**src/design/cst_pkg.sv**
```systemverilog
// Shared types, constants and lookup functions for the C subset token scanner.
`timescale 1ns / 1ps
`default_nettype none

package cst_pkg;

  localparam int MAX_IDENT_LEN = 255;
  localparam int WLEN_W        = $clog2(MAX_IDENT_LEN + 1);
  localparam int KIND_W        = 5;
  localparam int NUM_W         = 31;
  localparam int LEN_W         = 8;
  localparam int PREFIX_LEN    = 6;
  localparam int KW_COUNT      = 7;

  localparam logic [NUM_W-1:0] NUM_MAX = {NUM_W{1'b1}};

  typedef enum logic [KIND_W-1:0] {
    TK_EOF, TK_NUM, TK_IDENT,
    TK_INT, TK_IF, TK_ELSE, TK_WHILE, TK_FOR, TK_PRINT, TK_RETURN,
    TK_PLUS, TK_MINUS, TK_STAR, TK_SLASH, TK_TILDE, TK_PERCENT,
    TK_ASSIGN, TK_EQ, TK_NE, TK_NOT, TK_LT, TK_LE, TK_GT, TK_GE,
    TK_LPAREN, TK_RPAREN, TK_LBRACE, TK_RBRACE, TK_SEMI, TK_AND, TK_OR,
    TK_UNKNOWN
  } tok_kind_e;

  typedef struct packed {
    tok_kind_e        kind;
    logic [NUM_W-1:0] number_value;
    logic [LEN_W-1:0] ident_length;
    logic             overflow;
    logic             last_of_run;
  } token_t;

  // Up to two tokens per source byte; t1 is valid only together with t0.
  typedef struct packed {
    logic   v0;
    logic   v1;
    token_t t0;
    token_t t1;
  } tok_pair_t;

  // Keyword text, first character in the low byte, zero padded.
  localparam logic [8*PREFIX_LEN-1:0] KW_TEXT [KW_COUNT] = '{
    {24'h0, "tni"},
    {32'h0, "fi"},
    {16'h0, "esle"},
    {8'h0,  "elihw"},
    {24'h0, "rof"},
    {8'h0,  "tnirp"},
    "nruter"
  };

  localparam int KW_LEN [KW_COUNT] = '{3, 2, 4, 5, 3, 5, 6};

  localparam tok_kind_e KW_KIND [KW_COUNT] = '{
    TK_INT, TK_IF, TK_ELSE, TK_WHILE, TK_FOR, TK_PRINT, TK_RETURN
  };

  function automatic logic is_digit(logic [7:0] b);
    return (b >= "0") && (b <= "9");
  endfunction

  function automatic logic is_alpha_u(logic [7:0] b);
    return ((b >= "a") && (b <= "z")) || ((b >= "A") && (b <= "Z")) || (b == "_");
  endfunction

  function automatic logic is_space(logic [7:0] b);
    return (b == " ") || ((b >= 8'd9) && (b <= 8'd13));
  endfunction

  // Single-character tokens; anything unlisted is unknown.
  function automatic tok_kind_e punct_kind(logic [7:0] b);
    tok_kind_e k;
    unique case (b)
      "+":     k = TK_PLUS;
      "-":     k = TK_MINUS;
      "*":     k = TK_STAR;
      "/":     k = TK_SLASH;
      "~":     k = TK_TILDE;
      "%":     k = TK_PERCENT;
      "(":     k = TK_LPAREN;
      ")":     k = TK_RPAREN;
      "{":     k = TK_LBRACE;
      "}":     k = TK_RBRACE;
      ";":     k = TK_SEMI;
      default: k = TK_UNKNOWN;
    endcase
    return k;
  endfunction

  // Bytes past the word length are zero, so a full-width compare suffices.
  function automatic tok_kind_e word_kind(logic [8*PREFIX_LEN-1:0] prefix,
                                          logic [WLEN_W-1:0]       wlen);
    tok_kind_e k;
    k = TK_IDENT;
    for (int i = KW_COUNT - 1; i >= 0; i--) begin
      if ((wlen == WLEN_W'(KW_LEN[i])) && (prefix == KW_TEXT[i])) begin
        k = KW_KIND[i];
      end
    end
    return k;
  endfunction

endpackage

`default_nettype wire

```
**src/design/cst_scan.sv**
```systemverilog
// Scanner state and per-byte token decode.
`timescale 1ns / 1ps
`default_nettype none

module cst_scan
  import cst_pkg::*;
(
  input  logic      clk_i,
  input  logic      rst_ni,
  input  logic      take_i,
  input  logic [7:0] byte_i,
  input  logic      eoi_i,
  output tok_pair_t pair_o
);

  typedef enum logic [3:0] {
    SM_IDLE, SM_NUM, SM_WORD, SM_EQ, SM_BANG, SM_LT, SM_GT, SM_AMP, SM_BAR
  } scan_mode_e;

  scan_mode_e                mode_q, mode_d;
  logic [NUM_W-1:0]          acc_q, acc_d;
  logic [WLEN_W-1:0]         wlen_q, wlen_d;
  logic [PREFIX_LEN-1:0][7:0] prefix_q, prefix_d;
  logic                      sat_q, sat_d;

  logic       flush_has, flush_v, b_v, restart;
  token_t     flush_tok, b_tok;
  tok_kind_e  b_kind;
  logic [NUM_W+3:0] acc_next;
  logic       digit, alpha;

  assign digit    = is_digit(byte_i);
  assign alpha    = is_alpha_u(byte_i);
  assign acc_next = {1'b0, acc_q, 3'b000} + {3'b000, acc_q, 1'b0} +
                    (NUM_W+4)'(byte_i - "0");

  // Token that ends the pending state.
  always_comb begin
    flush_tok           = '0;
    flush_tok.kind      = TK_UNKNOWN;
    flush_has           = 1'b1;
    unique case (mode_q)
      SM_NUM: begin
        flush_tok.kind         = TK_NUM;
        flush_tok.number_value = acc_q;
        flush_tok.overflow     = sat_q;
      end
      SM_WORD: begin
        flush_tok.kind = word_kind(prefix_q, wlen_q);
        if (flush_tok.kind == TK_IDENT) begin
          flush_tok.ident_length = LEN_W'(wlen_q);
          flush_tok.overflow     = sat_q;
        end
      end
      SM_EQ:   flush_tok.kind = TK_ASSIGN;
      SM_BANG: flush_tok.kind = TK_NOT;
      SM_LT:   flush_tok.kind = TK_LT;
      SM_GT:   flush_tok.kind = TK_GT;
      SM_AMP, SM_BAR: flush_tok.kind = TK_UNKNOWN;
      default: flush_has = 1'b0;
    endcase
  end

  always_comb begin
    mode_d   = mode_q;
    acc_d    = acc_q;
    wlen_d   = wlen_q;
    prefix_d = prefix_q;
    sat_d    = sat_q;
    flush_v  = 1'b0;
    b_v      = 1'b0;
    b_kind   = TK_UNKNOWN;
    restart  = 1'b0;

    if (eoi_i) begin
      flush_v = flush_has;
      b_v     = 1'b1;
      b_kind  = TK_EOF;
      mode_d  = SM_IDLE;
    end else begin
      unique case (mode_q)
        SM_NUM: begin
          if (digit) begin
            if (acc_next > (NUM_W+4)'(NUM_MAX)) begin
              acc_d = NUM_MAX;
              sat_d = 1'b1;
            end else begin
              acc_d = acc_next[NUM_W-1:0];
            end
          end else begin
            restart = 1'b1;
          end
        end
        SM_WORD: begin
          if (alpha || digit) begin
            if (wlen_q < WLEN_W'(MAX_IDENT_LEN)) begin
              if (wlen_q < WLEN_W'(PREFIX_LEN)) prefix_d[wlen_q[2:0]] = byte_i;
              wlen_d = wlen_q + WLEN_W'(1);
            end else begin
              sat_d = 1'b1;
            end
          end else begin
            restart = 1'b1;
          end
        end
        SM_EQ, SM_BANG, SM_LT, SM_GT: begin
          if (byte_i == "=") begin
            b_v    = 1'b1;
            mode_d = SM_IDLE;
            priority case (mode_q)
              SM_EQ:   b_kind = TK_EQ;
              SM_BANG: b_kind = TK_NE;
              SM_LT:   b_kind = TK_LE;
              default: b_kind = TK_GE;
            endcase
          end else begin
            restart = 1'b1;
          end
        end
        SM_AMP: begin
          if (byte_i == "&") begin
            b_v    = 1'b1;
            b_kind = TK_AND;
            mode_d = SM_IDLE;
          end else begin
            restart = 1'b1;
          end
        end
        SM_BAR: begin
          if (byte_i == "|") begin
            b_v    = 1'b1;
            b_kind = TK_OR;
            mode_d = SM_IDLE;
          end else begin
            restart = 1'b1;
          end
        end
        default: restart = 1'b1;
      endcase

      // Close the pending token, then scan this byte from idle.
      if (restart) begin
        flush_v = flush_has;
        mode_d  = SM_IDLE;
        if (is_space(byte_i)) begin
          mode_d = SM_IDLE;
        end else if (digit) begin
          mode_d = SM_NUM;
          acc_d  = NUM_W'(byte_i - "0");
          sat_d  = 1'b0;
        end else if (alpha) begin
          mode_d      = SM_WORD;
          wlen_d      = WLEN_W'(1);
          prefix_d    = '0;
          prefix_d[0] = byte_i;
          sat_d       = 1'b0;
        end else begin
          priority case (byte_i)
            "=": mode_d = SM_EQ;
            "!": mode_d = SM_BANG;
            "<": mode_d = SM_LT;
            ">": mode_d = SM_GT;
            "&": mode_d = SM_AMP;
            "|": mode_d = SM_BAR;
            default: begin
              b_v    = 1'b1;
              b_kind = punct_kind(byte_i);
            end
          endcase
        end
      end
    end
  end

  always_comb begin
    b_tok      = '0;
    b_tok.kind = b_kind;
    b_tok.last_of_run = 1'b1;
    pair_o.v0 = take_i && (flush_v || b_v);
    pair_o.v1 = take_i && flush_v && b_v;
    pair_o.t1 = b_tok;
    if (flush_v) begin
      pair_o.t0             = flush_tok;
      pair_o.t0.last_of_run = !b_v;
    end else begin
      pair_o.t0 = b_tok;
    end
  end

  always_ff @(posedge clk_i or negedge rst_ni) begin
    if (!rst_ni) begin
      mode_q   <= SM_IDLE;
      acc_q    <= '0;
      wlen_q   <= '0;
      prefix_q <= '0;
      sat_q    <= 1'b0;
    end else if (take_i) begin
      mode_q   <= mode_d;
      acc_q    <= acc_d;
      wlen_q   <= wlen_d;
      prefix_q <= prefix_d;
      sat_q    <= sat_d;
    end
  end

endmodule

`default_nettype wire

```
**config.mk**
```make
export PLATFORM = sky130hd
export DESIGN_NAME = cst_scan
export DESIGN_NICKNAME = d
export VERILOG_FILES = /design/src/design/cst_pkg.sv /design/src/design/cst_scan.sv
export SDC_FILE = /design/constraint.sdc
export NUM_CORES = 1
export LEC_CHECK = 0
export BUFFER_PORTS_ARGS = -buffer_cell sky130_fd_sc_hd__buf_2
export CORE_MARGIN = 2
export CORE_UTILIZATION = 50
export CTS_CLUSTER_DIAMETER = 200
export DETAILED_ROUTE_END_ITERATION = 12
export PLACE_DENSITY = 0.7
export SYNTH_ARGS = -nofsm -noshare
export SYNTH_HDL_FRONTEND = slang
export SYNTH_SLANG_ARGS = --single-unit
```
**constraint.sdc**
```tcl
create_clock -name clk_i -period 8.4 [get_ports clk_i]
set_input_delay 0.84 -clock clk_i [delete_from_list [all_inputs] [get_ports clk_i]]
set_output_delay 0.84 -clock clk_i [all_outputs]
set_load 0.02 [all_outputs]
```
==> Word-level counts from Yosys, hierarchy flattened <==
Cells that the tools add are included.
{ "word_totals": {"word_cells": 188, "ff_bits": 92, "input_bits": 12, "out_inout_bits": 94} }
{ "classes": {"muxes": 89, "eq_ne": 43, "n_reduce_logical": 27, "bitwise_logic": 1, "order_cmp": 13, "add_sub_neg": 5} }
{ "ops": {"columns": ["operator", "count"], "rows": [
  ["48-bit two-way mux", 8],
  ["31-bit two-way mux", 7],
  ["8-bit by 6-bit equality test with 1-bit output, second input constant", 14],
  ["48-bit by 23-bit equality test with 1-bit output, second input constant", 2],
  ["48-bit by 39-bit equality test with 1-bit output, second input constant", 2],
  ["8-bit two-way mux", 9],
  ["5-bit two-way mux", 13],
  ["5-bit one-hot mux with 11 select lines", 1],
  ["48-bit bitwise mux", 1],
  ["48-bit by 15-bit equality test with 1-bit output, second input constant", 1],
  ["48-bit by 31-bit equality test with 1-bit output, second input constant", 1],
  ["48-bit by 47-bit equality test with 1-bit output, second input constant", 1],
  ["46-bit two-way mux", 1],
  ["8-bit by 7-bit equality test with 1-bit output, second input constant", 5],
  ["4-bit two-way mux", 10],
  ["34-bit by 32-bit adder with 35-bit output", 1],
  ["35-bit adder", 1],
  ["35-bit by 31-bit > comparator with 1-bit output, second input constant", 1],
  ["5-bit one-hot mux with 6 select lines", 1],
  ["1-bit two-way mux", 27],
  ["8-bit demux with 3-bit select", 1],
  ["8-bit by 3-bit equality test with 1-bit output, second input constant", 3],
  ["4-bit one-hot mux with 3 select lines", 2],
  ["4-bit one-hot mux with 6 select lines", 1],
  ["other kinds (35)", 64]
]} }

==> Depth between registers and ports, before layout <==
{ "depth": {"word_depth": 14, "depth_mapped": 18, "ltp_nobuf": 15} }

==> Worst setup path after synthesis <==
OpenSTA, ideal clock, no wires.
{ "synth_path": {"path_kind": "input to register", "start": "input port byte_i[4]", "end": "register acc_q[20]", "path_buffers": 3, "setup_time_ns": 0.126, "path_slack_ns": 1.313, "t_arrival_ns": 6.961, "cell_stages": 17, "path_cell_list": "ha_1 > nor3_1 > fa_1 > ha_1 > buf_6 > a21o_1 > a31o_1 > o2111ai_2 > a21oi_2 > or4_4 > and3b_1 > a211oi_2 > and3_1 > buf_6 > a21boi_4 > buf_6 > a221o_1"} }
{ "synth_via": {"elab_chain_cells": 9, "word_cells_on_any_way": 38, "cone_classes": "add/sub (3); order compare (9); eq/ne (5); mux (13); reduce/logical (8)"} }
{ "synth_rtl": {"columns": ["element", "line_no", "rtl"], "rows": [
  ["start: declaration", "cst_scan.sv:11", "input logic [7:0] byte_i,"],
  ["8-bit by 6-bit subtractor with 9-bit output, or another cell as far along", "cst_scan.sv:35, cst_scan.sv:149", null],
  ["35-bit adder / 1-bit logical AND (equally long branches)", "cst_scan.sv:34, cst_pkg.sv:64", null],
  ["35-bit by 31-bit > comparator with 1-bit output / 1-bit logical OR (equally long branches)", "cst_scan.sv:84, cst_pkg.sv:64", null],
  ["31-bit two-way mux / 1-bit logical OR (equally long branches)", "cst_scan.sv:84, cst_pkg.sv:64", null],
  ["31-bit two-way mux / 1-bit logical OR (equally long branches)", "cst_scan.sv:83, cst_scan.sv:95", null],
  ["31-bit two-way mux / 1-bit two-way mux (equally long branches)", "cst_scan.sv:81, cst_scan.sv:95", null],
  ["31-bit two-way mux / 1-bit one-hot mux with 5 select lines (equally long branches)", "cst_scan.sv:147, cst_scan.sv:81", null],
  ["31-bit two-way mux / 1-bit two-way mux (equally long branches)", "cst_scan.sv:145, cst_scan.sv:75", null],
  ["31-bit two-way mux *", "cst_scan.sv:142", "if (restart) begin"],
  ["end signal: assignment", "cst_scan.sv:193", "acc_q <= '0;"],
  ["end signal: assignment", "cst_scan.sv:199", "acc_q <= acc_d;"],
  ["end: declaration", "cst_scan.sv:21", "logic [NUM_W-1:0] acc_q, acc_d;"]
]} }
Mark *: on every way between the ends. The rest lies on a longest branch, timed or not. The select of a mux whose other input is x is not followed.
A chain may end at the register's enable or synchronous reset.

==> flow_summary.rst <==
.. list-table::
   :header-rows: 1

   * - Metric
     - Value
   * - Family with the most delay on the worst path
     - simple AND/OR/NAND/NOR gates
   * - Status
     - finished, final reports clean
   * - Detailed-route wire length
     - 23170 um
   * - Inst Count DP
     - ~1300
   * - Std cell rows
     - 47
   * - Cell at the slowest stage of the critical path
     - o2111ai_1
   * - Post-synthesis cell count
     - 1027
   * - Number of input and output port buffers inserted
     - 64
   * - Sequential share of power
     - between 20% and 30%
   * - Placer's final routability congestion estimate
     - ~0.93
   * - Net total in the final layout
     - ~1100
   * - Number of distinct library cells after synthesis
     - 85
   * - Crit share post-route
     - a little over three fifths
   * - CTS tree
     - done
   * - Power share of the clock group
     - between 20 and 25%
   * - Highest-utilization routing layer at the global route stage
     - met2
   * - Crit. End Element
     - output pin
   * - Area overhead of the layout relative to synthesis
     - 7.422%
   * - Num CTS Buffers
     - 9
   * - Fraction of layout cells with a size suffix above 1
     - 10.71%
   * - Met2 capacity usage during global routing
     - about two fifths
   * - Drt pass-1 iters
     - 5
   * - Total number of vias
     - just under 8000
   * - Crit path largest cell delay
     - 0.52 ns
   * - TritonCTS sink count
     - just over 90
   * - Data arrival, critical path
     - 4.47 ns
   * - Via count of the first global-routing pass
     - a little over 7000
   * - Actual slew at the worst max-slew pin
     - approximately 0.9 ns
   * - Boundary Pins
     - between 100 and 150
   * - Drt via density
     - just over 6
   * - Fin. max-slew vios
     - 0
   * - Power spent charging and discharging nets
     - 0.7825 mW
   * - DRT iter0 DRCs
     - between 700 and 800
   * - Number of routed nets with antenna violations
     - 0
   * - Post-cts resize count
     - 0
   * - Worst hold path type
     - input pin to asynchronous set/reset pin
   * - Part of the power in combinational logic
     - between 40% and 50%
   * - Longest Clk Path Bufs
     - 2
   * - CP Launch Type
     - input pin
   * - H-tree depth
     - 3
   * - Hold violation count in the final report
     - 0
   * - Internal power consumption
     - around 1.1 mW
   * - Maximum vdd drop
     - around 130 uV
   * - FFs w/ async S/R, synth
     - 100.0%
   * - Placeable core region
     - approximately 17000 um^2
   * - Highest net fanout along the worst path
     - 25
   * - Unrepaired setup endpoints after global routing
     - false
   * - Pwr Density
     - around 210 nW/um^2
   * - Headroom to the max-slew limit
     - a little under two fifths
   * - Worst Clk Skew
     - roughly 0.015 ns
   * - Post-Syn Area
     - ~8400 um^2
   * - Maximum number of pins on one net before global-route repair
     - 72
   * - Met3 Resource Use GR
     - 3.741%
   * - Buf/Inv on CP
     - 3
   * - Drt drc
     - 0
   * - Width of the die
     - around 130 um
   * - Starting density of the core
     - between 50% and 60%
   * - Peak Freq
     - roughly 190 MHz
   * - Minimum clock period after layout
     - approximately 5.3 ns
   * - List of cells traversed by the critical path
     - buf_2 > ha_1 > nand2_1 > o2111ai_2 > and3_1 > a22oi_2 > o2111ai_1 > nand2_1 > nor2_1 > buf_4 > and2_1 > buf_2
   * - Critical path start-end classification
     - input pin to output pin
   * - Share of the synthesized area in the top cell type
     - 27.26%
   * - Hold buffer count at CTS
     - 0
   * - First-pass GRT wire length
     - roughly 37000 um
   * - Cell types with the largest area share after synthesis
     - dfrtp_1, fa_1, nand2_1
   * - Net Sw Frac
     - 41.48%
   * - Register bit count reported by yosys
     - a little over 90
   * - Half-perimeter wire length after detailed placement
     - 17050 um
   * - Avg WL per Cell
     - around 18 um
   * - Clock-pin transition on the worst setup and hold timing paths
     - 0.08 ns
   * - Setup repair bufs after CTS
     - 0
   * - Number of enable flip-flop cells after synthesis
     - 0
   * - Met1 usage
     - a little under two fifths
   * - Leak Pwr
     - about 3.9 nW
   * - Required time at the endpoint of the critical path
     - ~7.6 ns
   * - Total Negative Setup Slacks
     - 0 ns
   * - Number of cells in the finished layout apart from fillers
     - approximately 1300
   * - Total routing resource utilization after global routing
     - between 20% and 30%
   * - Max-cap viol count
     - 0
   * - Setup-violating endpoint count in the final report
     - 0
   * - Full die area
     - approximately 18000 um^2
   * - Leftover overflow at the end of global routing
     - 0
   * - Mean cell area of the mapped netlist
     - 8.224 um^2
   * - Initial antenna violation count
     - 0
   * - Count of yosys warnings during synthesis
     - 0
   * - Sequential element share of the synthesized area
     - between 20% and 30%
   * - Number of antenna repair diodes
     - 0
   * - Worst-Skew Late Latency
     - 0.36 ns
   * - CTS root buf
     - clkbuf_16
   * - Post-synthesis cell type with the largest combined area
     - dfrtp_1
   * - Die extent in y
     - around 130 um
   * - Count of filler cells inserted in the layout
     - ~1500
   * - Ys flop type
     - dfrtp_1
==> kinds of logic (layout without fill, tap and decap cells) <==
kind of cell | Yosys count | after routing | synth area share (%)
buffers and inverters | 121 | 119 | 7.630
multiplexers | 10 | 10 | 1.304
AND/OR/NAND/NOR | 415 | 415 | 24.36
other | 2 | 41 | 0.08892
AO/OA/AOI/OAI | 282 | 282 | 22.47
XOR/XNOR | 30 | 30 | 3.111
adder cells (fa/ha/maj) | 75 | 75 | 13.78
flip-flops | 92 | 92 | 27.26
==> Yosys cell counts (8+ instances only) <==
cell        n
a31oi_1    21
and2_1     38
inv_1      27
xor2_1     11
nand3_1    25
clkbuf_1   35
nor2_1     64
buf_2       8
nand2b_1   11
dfrtp_1    92
buf_4      42
ha_1       45
fa_1       30
xnor2_1    19
nand2_1   152
a21o_1     16
a21oi_1    57
and3_1     10
nor4_1     13
o21ai_0    84
a221o_1    17
nor3_1     26
nand4_1    24
nor2b_1    16
==> final cells by class <==
cell class / count / area, um^2 / share of cell area, %
flip-flops and latches: 92 / 2302 / 25.38
well taps: 220 / 275.3 / 3.034
repair buffers: 75 / 405.4 / 4.468
clock inverters: 6 / 92.59 / 1.021
multi-input cells: 853 / 5653 / 62.31
clock buffers: 10 / 239.0 / 2.634
inverters: 28 / 105.1 / 1.158
==> cell usage in the layout (no fill, tap or decap), types with 12 or more instances in the layout <==
cell type and count:
fa_1 30, nand4_1 24, nand2_1 152, a221o_1 17, xnor2_1 19, o21ai_0 84
conb_1 41, nor2b_1 16, a21o_1 16, ha_1 45, buf_2 63, nand3_1 25
buf_4 12, nor3_1 25, dfrtp_1 92, a21oi_1 57, a31oi_1 21, inv_1 27
nor2_1 63, nor4_1 13, and2_1 38
==> layer usage <==
metal | vias to the layer above | part of all wire (%)
li1 | 3718 | -
met1 | 3691 | 46
met2 | 347 | 45
met3 | 56 | 6.7
met4 | 0 | 2.8
met5 | - | 0
==> worst register-to-register path, cell delays in order, from the launching register on <==
cell and delay [ns]:
dfrtp_1 0.40, inv_1 0.09, fa_1 0.50, inv_1 0.06
fa_1 0.45, a21o_1 0.22, a221o_1 0.37, a31oi_2 0.33
o21ai_1 0.16, a41o_1 0.31, a21oi_1 0.17, xnor2_1 0.17
and3_1 0.43, o22ai_2 0.32, a221o_1 0.35
==> power by group through the flow <==
stage               logic, mW  clock network [mW]  registers (mW)
global placement        0.858                   0           0.543
detailed placement      0.864                   0           0.543
floorplan               0.713                   0           0.523
CTS                     0.871               0.469           0.535
global route            0.979               0.487           0.543
finish                  0.884               0.468           0.534
==> metrics by stage <==
step	hold slack, ns	utilization (%)	total power [mW]	worst slack (ns)	cell area (um^2)
final	0.3729	54.90	1.886	3.091	9072
after global routing	0.3997	54.90	2.009	2.863	9072
after CTS	0.3838	54.90	1.875	3.150	9072
after detailed placement	0.4704	52.90	1.406	2.788	8741
after global placement	0.4595	52.90	1.400	2.896	8741
after floorplan	0.4484	-	1.236	1.313	8592
==> state kept, by name, indices dropped and copies added (netlist names) <==
name	cells
acc_q	31
mode_q	4
prefix_q	48
sat_q	1
wlen_q	8
==> final timing paths <==
kind | start | endpoint | depth (start not counted) | slack, ns
worst max-delay path | byte_i[4] | pair_o[66] | 12 | 3.09
worst min-delay path | rst_ni | acc_q[17] | 1 | 0.37
worst max register to register | acc_q[0] | acc_q[27] | 14 | 3.96
worst min register to register | prefix_q[6] | prefix_q[6] | 1 | 0.48
max in group asynchronous | rst_ni | prefix_q[33] | 2 | 6.77
min in group clk_i | prefix_q[6] | prefix_q[6] | 1 | 0.48
(Power assumes the default switching activity.)
