--- src/design/cst_pkg.sv ---
// Shared types, constants and lookup functions for the C subset token scanner.
`timescale 1ns / 1ps
`default_nettype none

package cst_pkg;

  localparam int MAX_IDENT_LEN = 255;
  localparam int WLEN_W        = $clog2(MAX_IDENT_LEN + 1);
  localparam int KIND_W        = 5;
  localparam int NUM_W         = 31;
  localparam int LEN_W         = 8;
  localparam int PREFIX_LEN    = 6;
  localparam int KW_COUNT      = 7;

  localparam logic [NUM_W-1:0] NUM_MAX = {NUM_W{1'b1}};

  typedef enum logic [KIND_W-1:0] {
    TK_EOF, TK_NUM, TK_IDENT,
    TK_INT, TK_IF, TK_ELSE, TK_WHILE, TK_FOR, TK_PRINT, TK_RETURN,
    TK_PLUS, TK_MINUS, TK_STAR, TK_SLASH, TK_TILDE, TK_PERCENT,
    TK_ASSIGN, TK_EQ, TK_NE, TK_NOT, TK_LT, TK_LE, TK_GT, TK_GE,
    TK_LPAREN, TK_RPAREN, TK_LBRACE, TK_RBRACE, TK_SEMI, TK_AND, TK_OR,
    TK_UNKNOWN
  } tok_kind_e;

  typedef struct packed {
    tok_kind_e        kind;
    logic [NUM_W-1:0] number_value;
    logic [LEN_W-1:0] ident_length;
    logic             overflow;
    logic             last_of_run;
  } token_t;

  // Up to two tokens per source byte; t1 is valid only together with t0.
  typedef struct packed {
    logic   v0;
    logic   v1;
    token_t t0;
    token_t t1;
  } tok_pair_t;

  // Keyword text, first character in the low byte, zero padded.
  localparam logic [8*PREFIX_LEN-1:0] KW_TEXT [KW_COUNT] = '{
    {24'h0, "tni"},
    {32'h0, "fi"},
    {16'h0, "esle"},
    {8'h0,  "elihw"},
    {24'h0, "rof"},
    {8'h0,  "tnirp"},
    "nruter"
  };

  localparam int KW_LEN [KW_COUNT] = '{3, 2, 4, 5, 3, 5, 6};

  localparam tok_kind_e KW_KIND [KW_COUNT] = '{
    TK_INT, TK_IF, TK_ELSE, TK_WHILE, TK_FOR, TK_PRINT, TK_RETURN
  };

  function automatic logic is_digit(logic [7:0] b);
    return (b >= "0") && (b <= "9");
  endfunction

  function automatic logic is_alpha_u(logic [7:0] b);
    return ((b >= "a") && (b <= "z")) || ((b >= "A") && (b <= "Z")) || (b == "_");
  endfunction

  function automatic logic is_space(logic [7:0] b);
    return (b == " ") || ((b >= 8'd9) && (b <= 8'd13));
  endfunction

  // Single-character tokens; anything unlisted is unknown.
  function automatic tok_kind_e punct_kind(logic [7:0] b);
    tok_kind_e k;
    unique case (b)
      "+":     k = TK_PLUS;
      "-":     k = TK_MINUS;
      "*":     k = TK_STAR;
      "/":     k = TK_SLASH;
      "~":     k = TK_TILDE;
      "%":     k = TK_PERCENT;
      "(":     k = TK_LPAREN;
      ")":     k = TK_RPAREN;
      "{":     k = TK_LBRACE;
      "}":     k = TK_RBRACE;
      ";":     k = TK_SEMI;
      default: k = TK_UNKNOWN;
    endcase
    return k;
  endfunction

  // Bytes past the word length are zero, so a full-width compare suffices.
  function automatic tok_kind_e word_kind(logic [8*PREFIX_LEN-1:0] prefix,
                                          logic [WLEN_W-1:0]       wlen);
    tok_kind_e k;
    k = TK_IDENT;
    for (int i = KW_COUNT - 1; i >= 0; i--) begin
      if ((wlen == WLEN_W'(KW_LEN[i])) && (prefix == KW_TEXT[i])) begin
        k = KW_KIND[i];
      end
    end
    return k;
  endfunction

endpackage

`default_nettype wire

--- src/design/cst_queue.sv ---
// Four-entry token queue taking up to two tokens per cycle.
`timescale 1ns / 1ps
`default_nettype none

module cst_queue
  import cst_pkg::*;
(
  input  logic      clk_i,
  input  logic      rst_ni,
  input  tok_pair_t push_i,
  input  logic      pop_i,
  output token_t    head_o,
  output logic      nonempty_o,
  output logic      space_o
);

  localparam int QDEPTH = 4;
  localparam int PTR_W  = $clog2(QDEPTH);
  localparam int CNT_W  = PTR_W + 1;

  token_t             mem_q [QDEPTH];
  logic [PTR_W-1:0]   wr_ptr_q, wr_ptr_d, rd_ptr_q, rd_ptr_d, wr_nxt;
  logic [CNT_W-1:0]   cnt_q, cnt_d;
  logic [1:0]         n_push;

  assign wr_nxt     = wr_ptr_q + PTR_W'(1);
  assign n_push     = {1'b0, push_i.v0} + {1'b0, push_i.v1};
  assign wr_ptr_d   = wr_ptr_q + PTR_W'(n_push);
  assign rd_ptr_d   = rd_ptr_q + PTR_W'(pop_i);
  assign cnt_d      = cnt_q + CNT_W'(n_push) - CNT_W'(pop_i);
  assign head_o     = mem_q[rd_ptr_q];
  assign nonempty_o = (cnt_q != '0);
  // Room for the worst case of two tokens from the next byte.
  assign space_o    = (cnt_q <= CNT_W'(QDEPTH - 2));

  always_ff @(posedge clk_i) begin
    if (push_i.v0) mem_q[wr_ptr_q] <= push_i.t0;
    if (push_i.v1) mem_q[wr_nxt]   <= push_i.t1;
  end

  always_ff @(posedge clk_i or negedge rst_ni) begin
    if (!rst_ni) begin
      wr_ptr_q <= '0;
      rd_ptr_q <= '0;
      cnt_q    <= '0;
    end else begin
      wr_ptr_q <= wr_ptr_d;
      rd_ptr_q <= rd_ptr_d;
      cnt_q    <= cnt_d;
    end
  end

endmodule

`default_nettype wire

--- config.mk ---
export PLATFORM = sky130hd
export DESIGN_NAME = cst_queue
export DESIGN_NICKNAME = d
export VERILOG_FILES = /design/src/design/cst_pkg.sv /design/src/design/cst_queue.sv
export SDC_FILE = /design/constraint.sdc
export NUM_CORES = 1
export LEC_CHECK = 0
export BUFFER_PORTS_ARGS = -buffer_cell sky130_fd_sc_hd__buf_2
export CAP_MARGIN = 25
export CORE_MARGIN = 2
export CORE_UTILIZATION = 51
export DETAILED_ROUTE_END_ITERATION = 16
export PLACE_DENSITY = 0.75
export SLEW_MARGIN = 20
export SYNTH_ARGS = -nofsm -noshare
export SYNTH_HDL_FRONTEND = slang
export SYNTH_SLANG_ARGS = --single-unit
--- constraint.sdc ---
create_clock -name clk_i -period 6.9 [get_ports clk_i]
set_input_delay 0.345 -clock clk_i [delete_from_list [all_inputs] [get_ports clk_i]]
set_output_delay 0.345 -clock clk_i [all_outputs]
set_load 0.03 [all_outputs]
# --- Word level (Yosys, flattened, before mapping) ---
# Memories as Yosys holds them, arrays and structs flattened.
# Cells that the tools add are included.
totals:
  ff_bits: 7
  input_bits: 97
  wordCells: 16
  ramBits: 184
  out_inout_bits: 48
  n_memories: 1
mem_list:
  columns: ["memory", "words", "width", "rd", "rd_ports_with_merged_regs", "write_ports", "line", "text"]
  rows:
  - ["mem_q", 4, 46, 1, 0, 2, "cst_queue.sv:21", "token_t mem_q [QDEPTH];"]
op_classes:
  n_reduce_logical: 1
  muxes: 4
  order_cmp: 1
  add_sub_neg: 6
op_table:
  columns: ["cell", "n"]
  rows:
  - ["1-bit 2-to-1 mux", 4]
  - ["3-bit by 2-bit adder with 3-bit output", 1]
  - ["3-bit by 2-bit less-or-equal comparator with 1-bit output, second input constant", 1]
  - ["3-bit nonzero test", 1]
  - ["3-bit by 1-bit subtractor with 3-bit output", 1]
  - ["1-bit by 1-bit adder with 2-bit output", 1]
  - ["2-bit by 1-bit adder with 2-bit output", 1]
  - ["2-bit by 1-bit adder with 2-bit output, second input constant", 1]
  - ["2-bit adder", 1]

# --- Logic depth before layout (Yosys ltp) ---
# Gate-level depths: netlist (run 1).
depth:
  word_depth: 3
  ltp_mapped: 7
  depth_no_buf: 7

# --- Worst setup path before layout (run 1) ---
# Ideal clock, no wire load.
synth_timing:
  path_type: "register to register"
  start: "register wr_ptr_q[0]"
  end: "memory mem_q[2][0] (netlist name) (enable)"
  arrival_time_ns: 3.893
  n_path_buf: 1
  period_less_slack_ns: 4.406
  required_time_ns: 6.387
  setup_ns: 0.513
  path_stages_with_launch: 4
  setup_slack_ns: 2.494
  cell_sequence: "dfrtp_1 buf_6 nand2b_1 o21ai_0"
synth_rtl:
  columns: ["element", "line", "text"]
  rows:
  - ["start: declaration", "cst_queue.sv:22", "logic [PTR_W-1:0] wr_ptr_q, wr_ptr_d, rd_ptr_q, rd_ptr_d, wr_nxt;"]
  - ["start signal: assignment", "cst_queue.sv:47", "wr_ptr_q <= wr_ptr_d;"]
  - ["end: declaration", "cst_queue.sv:21", null]

==> results of run 1 <==
==> layout make-up <==
class	count	area (sq um)
Tap cell	229	286.5
Multi-Input combinational cell	256	3538
Clock buffer	18	429.2
Sequential cell	191	5705
Timing Repair Buffer	154	810.8
Inverter	5	18.77
Antenna cell	3	7.507
Clock inverter	14	118.9
Fill cell	1336	7232
==> metal layers <==
layer / track usage / vias up / share of wire
li1: - / 2261 / -
met5: 0 / - / 0.00056
met1: 0.2564 / 2591 / 0.41
met2: 0.3573 / 113 / 0.52
met3: 0.05026 / 23 / 0.047
met4: 0.06421 / 2 / 0.016
==> per-stage QoR <==
| stage | hold WS (ns) | cells |
|---|---|---|
| 2_1_floorplan | 0.04941 | 484 |
| 3_3_place_gp | 0.1846 | 833 |
| 3_5_place_dp | 0.1900 | 833 |
| 4_1_cts | 0.1997 | 866 |
| 5_1_grt | 0.2146 | 868 |
| 6_report | 0.2114 | 870 |
==> worst paths after layout <==
check                            start            to  slack [ns]
max                        wr_ptr_q[1]  mem_q[2][35]        4.07
min                              pop_i   rd_ptr_q[0]        0.21
max reg2reg                wr_ptr_q[1]  mem_q[2][35]        4.07
min reg2reg                   cnt_q[2]      cnt_q[2]        0.51
max in group asynchronous       rst_ni   rd_ptr_q[0]        6.44
min in group asynchronous       rst_ni   wr_ptr_q[0]        0.27
==> kinds of logic after synthesis <==
kind of cell | after synthesis | synth area share
AO/OA/AOI/OAI | 3 | 0.001579
XOR/XNOR | 7 | 0.006449
adder cells (fa/ha/maj) | 5 | 0.007371
buffers and inverters | 37 | 0.03330
flip-flops | 191 | 0.5996
multiplexers | 231 | 0.3438
AND/OR/NAND/NOR | 10 | 0.007898
==> cells in the final DEF (no fill, tap or decap), types with 2 or more instances in the layout <==
cell,count
edfxtp_1,184
buf_2,144
mux2_2,96
mux2_1,48
mux4_2,46
mux2_4,40
clkbuf_16,17
buf_4,8
clkinvlp_4,7
xor2_1,5
inv_1,5
dfrtp_1,5
ha_1,4
diode_2,3
clkinv_2,3
xnor2_1,2
nor2_4,2
o21ai_4,2
==> power by group through the flow <==
stage | sequential [W] | combinational [W] | clock, W
floorplan | 0.00187 | 0.00161 | 0
global placement | 0.00197 | 0.00198 | 0
detailed placement | 0.00200 | 0.00200 | 0
CTS | 0.00197 | 0.00200 | 0.000928
global route | 0.00197 | 0.00213 | 0.000978
finish | 0.00193 | 0.00202 | 0.000911
==> Yosys cell counts (all sizes together) <==
master,count,area (sq um)
clkbuf,1,3.750
ha,4,50.05
nand2,1,3.750
nor3b,1,12.51
dfrtp,7,175.2
mux2,184,2222
mux2i,1,10.01
nand3,1,5.000
xnor2,2,17.52
or3,1,6.260
nor2,2,7.510
nand2b,1,6.260
xor2,5,43.79
edfxtp,184,5525
a21oi,1,5.000
fa,1,20.02
o21ai,2,10.01
buf,31,294.0
mux4,46,1036
nor2b,1,6.260
inv,5,18.77
nand3b,2,27.53
==> state kept, by name, summed over array words and instances (netlist names) <==
signal	count
cnt_q	3
wr_ptr_q	2
mem_q	184
rd_ptr_q	2
==> critical path, delay by kind of cell (launching register included) <==
family / cells / cell delay (ns)
flops: 1 / 0.54
simple gates: 1 / 0.78
compound gates: 1 / 0.62
buf+inv: 1 / 0.51
==> results.py, run 1 <==
metrics = {
    "route": {
        "num_vias": 4990,
        "vias_per_cell": 5.736,
        "dr.first_iter.drc_count": 249,
        "ant_nets": 0,
        "dr.pass1.iters": 4,
        "drc": 0,
        "routed_wl_um": 19520,
        "wl_per_cell_um": 22.44,
    },
    "power_and_ir_drop": {
        "combPwrFrac": 0.416,
        "power.density_nw_per_um2": 445.1,
        "p_clk_frac": 0.188,
        "irDropWorstVdd_mv": 0.2737,
        "p_int_w": 0.003077,
        "swShare": 0.3668,
        "power_leakage_nw": 4.067,
        "p_total_w": 0.004859,
        "pwr-share-seq": 0.396,
        "switchingPower_w": 0.001782,
    },
    "worst_setup_path": {
        "start_kind": "flop",
        "ff2ff_path_depth": 3,
        "path_max_fanout": 47,
        "crit_path_end_kind": "flop",
        "cp.required_ns": 6.97,
        "criticalPathCategory": "reg -> reg",
        "critPathSlowestCell": "nand3b_4",
        "path_cells": "nand3b_4 > o21ai_4 > buf_4",
        "max_stage_delay_ns": 0.78,
        "cp.arrival_ns": 2.90,
    },
    "place": {
        "io_buffers": 144,
        "place_ws_ns": 4.031,
        "gp_congestion": 0.7560,
        "placed_area_sq_um": 10330,
        "dpl.hpwl_um": 11870,
    },
    "timing": {
        "setup_tns_ns": 0,
        "max_freq_ghz": 0.3531,
        "slew_violations": 0,
        "rsz0062_at_grt": "no",
        "worst_pin_slew_ns": 0.9656,
        "setup_ws_ns": 4.068,
        "hold_viol_final": 0,
        "fin_skew_ns": 0.008856,
        "fin_crit_sh": 0.4105,
        "timing.slew.headroom": 0.3543,
        "setup_viol": 0,
        "final.min_clock_period_ns": 2.832,
    },
    "clock_tree": {
        "cts_setup_buffers": 0,
        "clk_pin_slew_worst_paths_ns": 0.07,
        "htree_levels": 4,
        "post_cts_resized": 0,
        "worstSkewPairLatency_ns": 0.42,
        "root_buffer": "clkbuf_16",
        "cts_sinks": 191,
        "clock_path_buffers": 2,
        "ctsHoldBuffers": 1,
        "cts_buffers": 17,
        "cts_tree": "yes",
    },
    "die": {
        "chipWidth_um": 140.5,
        "die_h_um": 140.5,
        "coreArea_sq_um": 18150,
        "ioPinCount": 145,
        "rows": 49,
        "initial_core_util": 0.5239,
        "die-area_sq_um": 19750,
    },
    "global_route": {
        "grt_pass1_vias": 5469,
        "grt_max_degree": 48,
        "grt_overflow_total": 0,
        "grt_pass1_wl_um": 30370,
        "gr-usage-all-layers": 0.2056,
        "antenna_found_initial": 3,
    },
    "status": {
        "outcome": "finished clean",
    },
    "cells_and_area": {
        "drive_above_1_share": 0.5862,
        "finalCoreUtilization": 0.6015,
        "areaGrowthSynthToFinish_pct": 14.82,
        "final_nets": 727,
        "fin_area_sq_um": 10920,
    },
    "synthesis": {
        "synth.avg_cell_area_sq_um": 19.64,
        "synthCells": 484,
        "syn_area_sq_um": 9507,
        "ys_types": 28,
        "synth.ff_latch_count": 191,
        "synth.yosys.warnings": 0,
        "yosysSeqAreaShare": 0.5996,
        "synthesis.nets": 586,
    },
    "hold_path": {
        "min_path_cells": 2,
        "hp-class": "in -> reg",
    },
    "run": {
        "drv_cap": 0,
    },
}
No activity file was read; power rests on OpenSTA's default activity.
==> run 2: changes to the inputs <==
==> constraint.sdc (replaced) <==
create_clock -name clk_i -period 2.75 [get_ports clk_i]
set_input_delay 0.1375 -clock clk_i [delete_from_list [all_inputs] [get_ports clk_i]]
set_output_delay 0.1375 -clock clk_i [all_outputs]
set_load 0.03 [all_outputs]
==> results.py, run 2 (same netlist as run 1, synthesis figures left out) <==
metrics = {
    "status": {
        "outcome": "finished clean",
    },
    "global_route": {
        "grt_overflow_total": 0,
        "grt_max_degree": 41,
        "grt_pass1_wl_um": 31050,
        "gr-usage-all-layers": 0.2081,
        "antenna_found_initial": 2,
        "grt_pass1_vias": 5641,
    },
    "power_and_ir_drop": {
        "switchingPower_w": 0.004498,
        "power_leakage_nw": 4.166,
        "p_clk_frac": 0.206,
        "power.density_nw_per_um2": 1133,
        "swShare": 0.3576,
        "pwr-share-seq": 0.377,
        "p_int_w": 0.008080,
        "irDropWorstVdd_mv": 0.6433,
        "combPwrFrac": 0.418,
    },
    "timing": {
        "setup_tns_ns": 0,
        "timing.slew.headroom": 0.5120,
        "setup_ws_ns": 0.4904,
        "worst_pin_slew_ns": 0.7292,
        "rsz0062_at_grt": "no",
        "slew_violations": 0,
        "hold_viol_final": 0,
        "fin_crit_sh": 0.8217,
        "setup_viol": 0,
        "final.min_clock_period_ns": 2.260,
        "fin_skew_ns": 0.02337,
        "max_freq_ghz": 0.4426,
    },
    "die": {
        "coreArea_sq_um": 18150,
        "rows": 49,
        "ioPinCount": 145,
        "die_h_um": 140.5,
        "initial_core_util": 0.5239,
        "chipWidth_um": 140.5,
        "die-area_sq_um": 19750,
    },
    "cells_and_area": {
        "multi_input_area_sq_um": 3538,
        "areaGrowthSynthToFinish_pct": 16.73,
        "layout_common_cells": "184 x edfxtp_1, 144 x buf_2, 96 x mux2_2, 48 x mux2_1, 46 x mux4_2",
        "layout_commonest_cell": "edfxtp_1",
        "drive_above_1_share": 0.5880,
        "largest_reg_flops": 184,
        "seqCellArea_sq_um": 5705,
        "top_register": "mem_q",
        "largestRegisters": "mem_q x184, cnt_q x3",
        "fillers": 1320,
        "final_nets": 737,
    },
    "clock_tree": {
        "cts_setup_buffers": 0,
        "clk_pin_slew_worst_paths_ns": 0.07,
        "cts_buffers": 17,
        "ctsHoldBuffers": 2,
        "post_cts_resized": 0,
        "cts_tree": "yes",
        "cts_sinks": 191,
        "root_buffer": "clkbuf_16",
        "htree_levels": 4,
        "clock_path_buffers": 2,
        "worstSkewPairLatency_ns": 0.44,
    },
    "route": {
        "dr.pass1.iters": 4,
        "ant_nets": 0,
        "vias_per_cell": 5.807,
        "routed_wl_um": 19570,
        "wl_per_cell_um": 22.26,
        "dr.first_iter.drc_count": 300,
        "num_vias": 5104,
        "drc": 0,
    },
    "worst_setup_path": {
        "critPathTopFamily": "multiplexers",
        "cp.arrival_ns": 2.12,
        "crit_path_end_kind": "output pin",
        "cp_num_buf_inv": 2,
        "max_stage_delay_ns": 0.57,
        "criticalPathCategory": "reg -> out",
        "path_cells": "buf_4 > mux4_2 > buf_2",
        "start_kind": "flop",
        "critPathSlowestCell": "mux4_2",
        "cp.required_ns": 2.61,
        "path_max_fanout": 14,
    },
    "hold_path": {
        "hp-class": "in -> reg",
    },
    "place": {
        "place_ws_ns": 0.6051,
        "dpl.hpwl_um": 12270,
        "gp_congestion": 0.7271,
        "io_buffers": 144,
    },
    "run": {
        "drv_cap": 0,
    },
}
[run 2: path summary, 6_finish.rpt]
| check | to | from | slack [ns] | cells after the start |
|---|---|---|---|---|
| setup / recovery | head_o[38] | rd_ptr_q[0] | 0.49 | 3 |
| hold / removal | mem_q[1][6] | push_i[52] | 0.02 | 2 |
| setup reg to reg | mem_q[0][34] | wr_ptr_q[1] | 0.63 | 3 |
| hold reg to reg | cnt_q[2] | cnt_q[2] | 0.49 | 1 |
| max in group asynchronous | rd_ptr_q[0] | rst_ni | 2.52 | 2 |
| min in group asynchronous | cnt_q[2] | rst_ni | 0.06 | 2 |
[run 2: through the flow]
step	cells	hold WS [ns]	util	area, sq um	total power (W)
detailed placement	843	-0.01985	0.5761	10460	0.01016
CTS	877	0.006798	0.6112	11090	0.01274
global route	878	0.01473	0.6113	11090	0.01317
finish	879	0.02248	0.6115	11100	0.01258
global placement	843	-0.02830	0.5761	10460	0.01004
floorplan	484	-0.1581	-	9509	0.008703
[run 2: area by class of cell]
class	count	share of cell area
Antenna cell	2	0.0004510
Clock buffer	18	0.03867
Clock inverter	14	0.01691
Inverter	5	0.001691
Multi-Input combinational cell	256	0.3189
Sequential cell	191	0.5141
Tap cell	229	0.02582
Timing Repair Buffer	164	0.08344
[run 2: power by group through the flow]
stage	combinational (W)	clock, W	sequential [W]
5_1_grt	0.00559	0.00274	0.00484
3_3_place_gp	0.00528	0	0.00476
3_5_place_dp	0.00534	0	0.00482
6_report	0.00525	0.00259	0.00474
2_1_floorplan	0.00405	0	0.00466
4_1_cts	0.00536	0.00262	0.00476
[run 2: per-layer routing]
layer  part of all wire  global-route usage  vias up
met4              0.013             0.06105        0
met5                  0                   0        -
met3              0.055             0.05744       20
met1               0.41              0.2602     2670
li1                   -                   -     2281
met2               0.53              0.3578      133
==> run 3: changes to the inputs <==
--- a/config.mk
+++ b/config.mk
@@ -5,12 +5,13 @@
 export SDC_FILE = /design/constraint.sdc
 export NUM_CORES = 1
 export LEC_CHECK = 0
+export ABC_AREA = 1
 export BUFFER_PORTS_ARGS = -buffer_cell sky130_fd_sc_hd__buf_2
 export CAP_MARGIN = 25
 export CORE_MARGIN = 2
 export CORE_UTILIZATION = 51
 export DETAILED_ROUTE_END_ITERATION = 16
-export PLACE_DENSITY = 0.75
+export PLACE_DENSITY = 0.77
 export SLEW_MARGIN = 20
 export SYNTH_ARGS = -nofsm -noshare
 export SYNTH_HDL_FRONTEND = slang
==> constraint.sdc (replaced) <==
create_clock -name clk_i -period 1.98 [get_ports clk_i]
set_input_delay 0.099 -clock clk_i [delete_from_list [all_inputs] [get_ports clk_i]]
set_output_delay 0.099 -clock clk_i [all_outputs]
set_load 0.03 [all_outputs]
==> results.py, run 3 <==
metrics = {
    "cells_and_area": {
        "areaGrowthSynthToFinish_pct": 19.86,
        "largest_reg_flops": 184,
        "multi_input_area_sq_um": 3830,
        "fillers": 1737,
        "final_nets": 1655,
        "layout_common_cells": "565 x nand2_1, 239 x inv_1, 184 x edfxtp_1, 143 x nand3_1, 142 x buf_2",
        "finalCoreUtilization": 0.6241,
        "drive_above_1_share": 0.1456,
        "seqCellArea_sq_um": 5710,
        "top_register": "mem_q",
        "largestRegisters": "mem_q x184, cnt_q x3",
        "layout_commonest_cell": "nand2_1",
    },
    "power_and_ir_drop": {
        "swShare": 0.4506,
        "switchingPower_w": 0.008819,
        "power.density_nw_per_um2": 1487,
        "pwr-share-seq": 0.329,
        "power_leakage_nw": 6.730,
        "p_int_w": 0.01075,
        "irDropWorstVdd_mv": 0.8085,
        "p_clk_frac": 0.185,
        "combPwrFrac": 0.487,
    },
    "synthesis": {
        "synthFlopType": "edfxtp_1",
        "yosysTopAreaCell": "edfxtp_1",
        "synth.yosys.warnings": 0,
        "ys_types": 21,
        "synth.avg_cell_area_sq_um": 7.854,
        "syn_area_sq_um": 10980,
        "synth.area.top_cells": "edfxtp_1 50%, nand2_1 19%, inv_1 8.2%, nand3_1 6.6%, nand4_1 5.2%",
        "synth.ff_latch_count": 191,
        "synth_edf_count": 184,
        "ys_top_cells_by_count": "570 x nand2_1, 240 x inv_1, 184 x edfxtp_1",
        "synthCells": 1398,
        "async_reset_ff_frac": 0.03665,
        "yosysTopAreaCellShare": 0.5032,
        "synth_most_common_cell": "nand2_1",
        "yosysSeqAreaShare": 0.5191,
        "synthesis.nets": 1500,
    },
    "clock_tree": {
        "clock_path_buffers": 2,
        "cts_buffers": 17,
        "worstSkewPairLatency_ns": 0.44,
        "clk_pin_slew_worst_paths_ns": 0.07,
        "cts_setup_buffers": 0,
        "cts_sinks": 191,
        "htree_levels": 4,
        "cts_tree": "yes",
        "root_buffer": "clkbuf_16",
    },
    "route": {
        "num_vias": 9995,
        "ant_nets": 0,
        "dr.first_iter.drc_count": 932,
        "vias_per_cell": 5.426,
        "drc": 0,
        "dr.pass1.iters": 5,
        "wl_per_cell_um": 16.84,
        "routed_wl_um": 31020,
    },
    "hold_path": {
        "min_path_cells": 3,
        "holdPathEnd": "mem_q[1][44]",
        "hp-class": "in -> reg",
        "holdCritStartpoint": "push_i[44]",
    },
    "worst_setup_path": {
        "criticalPathCategory": "reg -> out",
        "ff2ff_path_depth": 3,
        "crit_path_end_kind": "output pin",
        "cp.required_ns": 1.88,
        "worstReg2RegEnd": "mem_q[0][24]",
        "regToRegStartpoint": "wr_ptr_q[0]",
        "start_kind": "flop",
        "cp.arrival_ns": 1.82,
        "path_max_fanout": 34,
        "timing.reg2reg.setup_slack_ns": 0.17,
    },
    "status": {
        "outcome": "finished clean",
    },
    "place": {
        "gp_congestion": 0.8059,
        "place_ws_ns": 0.2199,
        "dpl.hpwl_um": 18510,
        "io_buffers": 144,
    },
    "die": {
        "die_h_um": 150.7,
        "ioPinCount": 145,
        "coreArea_sq_um": 21090,
        "die-area_sq_um": 22720,
        "initial_core_util": 0.5207,
        "chipWidth_um": 150.7,
        "rows": 53,
    },
    "run": {
        "drv_cap": 0,
    },
    "global_route": {
        "antenna_found_initial": 1,
        "grt_max_degree": 102,
        "gr-usage-all-layers": 0.2744,
        "grt_overflow_total": 0,
        "grt_pass1_vias": 9612,
        "grt_pass1_wl_um": 48030,
    },
    "timing": {
        "setup_ws_ns": 0.06058,
        "final.min_clock_period_ns": 1.919,
        "fin_skew_ns": 0.01190,
        "hold_viol_final": 0,
        "setup_viol": 0,
        "timing.slew.headroom": 0.6784,
        "worst_pin_slew_ns": 0.4825,
        "fin_crit_sh": 0.9694,
        "max_freq_ghz": 0.5210,
        "slew_violations": 0,
    },
}
run 3: cell types whose count changed in the layout (fill, tap and decap cells not counted), moves of 46 or more:
cell,change
nand2_1,+564
nand4_1,+92
inv_1,+234
mux2_2,-96
dlygate4sd3_1,+49
mux2_1,-48
nand3_1,+143
mux4_2,-46
run 3: cells by family (layout without fill, tap and decap cells):
| logic type | count (synthesis) | after routing | synth area share |
|---|---|---|---|
| fa+ha+maj | 5 | 5 | 0.006381 |
| buf+inv | 340 | 508 | 0.1348 |
| other cells | 0 | 1 | 0 |
| flops | 191 | 191 | 0.5191 |
| xor+xnor | 2 | 2 | 0.001596 |
| simple gates | 813 | 813 | 0.3167 |
| compound gates | 47 | 47 | 0.02142 |
run 3: final cells by class:
type / count / share of cell area
diodes: 1 / 0.0001901
clock buffers: 17 / 0.03232
clock inverters: 15 / 0.01369
inverters: 243 / 0.07082
multi-input cells: 867 / 0.2910
flip-flops and latches: 191 / 0.4339
well taps: 275 / 0.02614
repair buffers: 233 / 0.1320
run 3: worst max-delay path by stage:
stage	startpoint	end	slack (ns)
final	rd_ptr_q[1]	head_o[21]	0.06
after detailed placement	wr_ptr_q[0]	mem_q[0][15]	0.22
after floorplan	wr_ptr_q[1]	mem_q[1][0]	0.05
after global routing	rd_ptr_q[1]	head_o[21]	-0.004
after CTS	rd_ptr_q[1]	head_o[27]	0.005
after global placement	wr_ptr_q[0]	mem_q[0][39]	0.27
run 3: metal layers:
layer	GRT usage	wire length, um
met5	0	0
met4	0.1037	602
met3	0.05515	2975
met2	0.4732	15340
met1	0.3410	12100
run 3: worst max-delay path: stages (launching register included):
cell and delay [ns]:
dfrtp_4 0.58, buf_8 0.30, nand3_1 0.16, nand2_1 0.10, buf_2 0.19
run 3: per-stage QoR:
| stage | TNS (ns) | cells | total power, W | area, sq um | hold slack [ns] |
|---|---|---|---|---|---|
| after detailed placement | 0 | 1755 | 0.01561 | 11920 | -0.05495 |
| after global placement | 0 | 1755 | 0.01538 | 11920 | -0.05687 |
| after CTS | 0 | 1838 | 0.01930 | 13050 | 0.0005477 |
| final | 0 | 1842 | 0.01957 | 13160 | 0.01176 |
| after floorplan | 0 | 1398 | 0.01265 | 10990 | -0.1966 |
| after global routing | -0.004686 | 1841 | 0.02066 | 13160 | 0.008167 |
run 3: power groups by stage:
stage,registers [W],logic (W),clock network (W)
2_1_floorplan,0.00628,0.00637,0
3_3_place_gp,0.00641,0.00896,0
3_5_place_dp,0.00647,0.00914,0
4_1_cts,0.00639,0.00928,0.00364
5_1_grt,0.00654,0.0103,0.00378
6_report,0.00643,0.00953,0.00361
run 3: what timing repair did:
item / CTS / global route
endpoints found under the setup margin: 46 / 23
cloned: 0 / 2
resized for setup: 4 / 8
hold endpoints to repair: 152 / 0
pin swaps: 0 / 0
hold buffers: 51 / 0
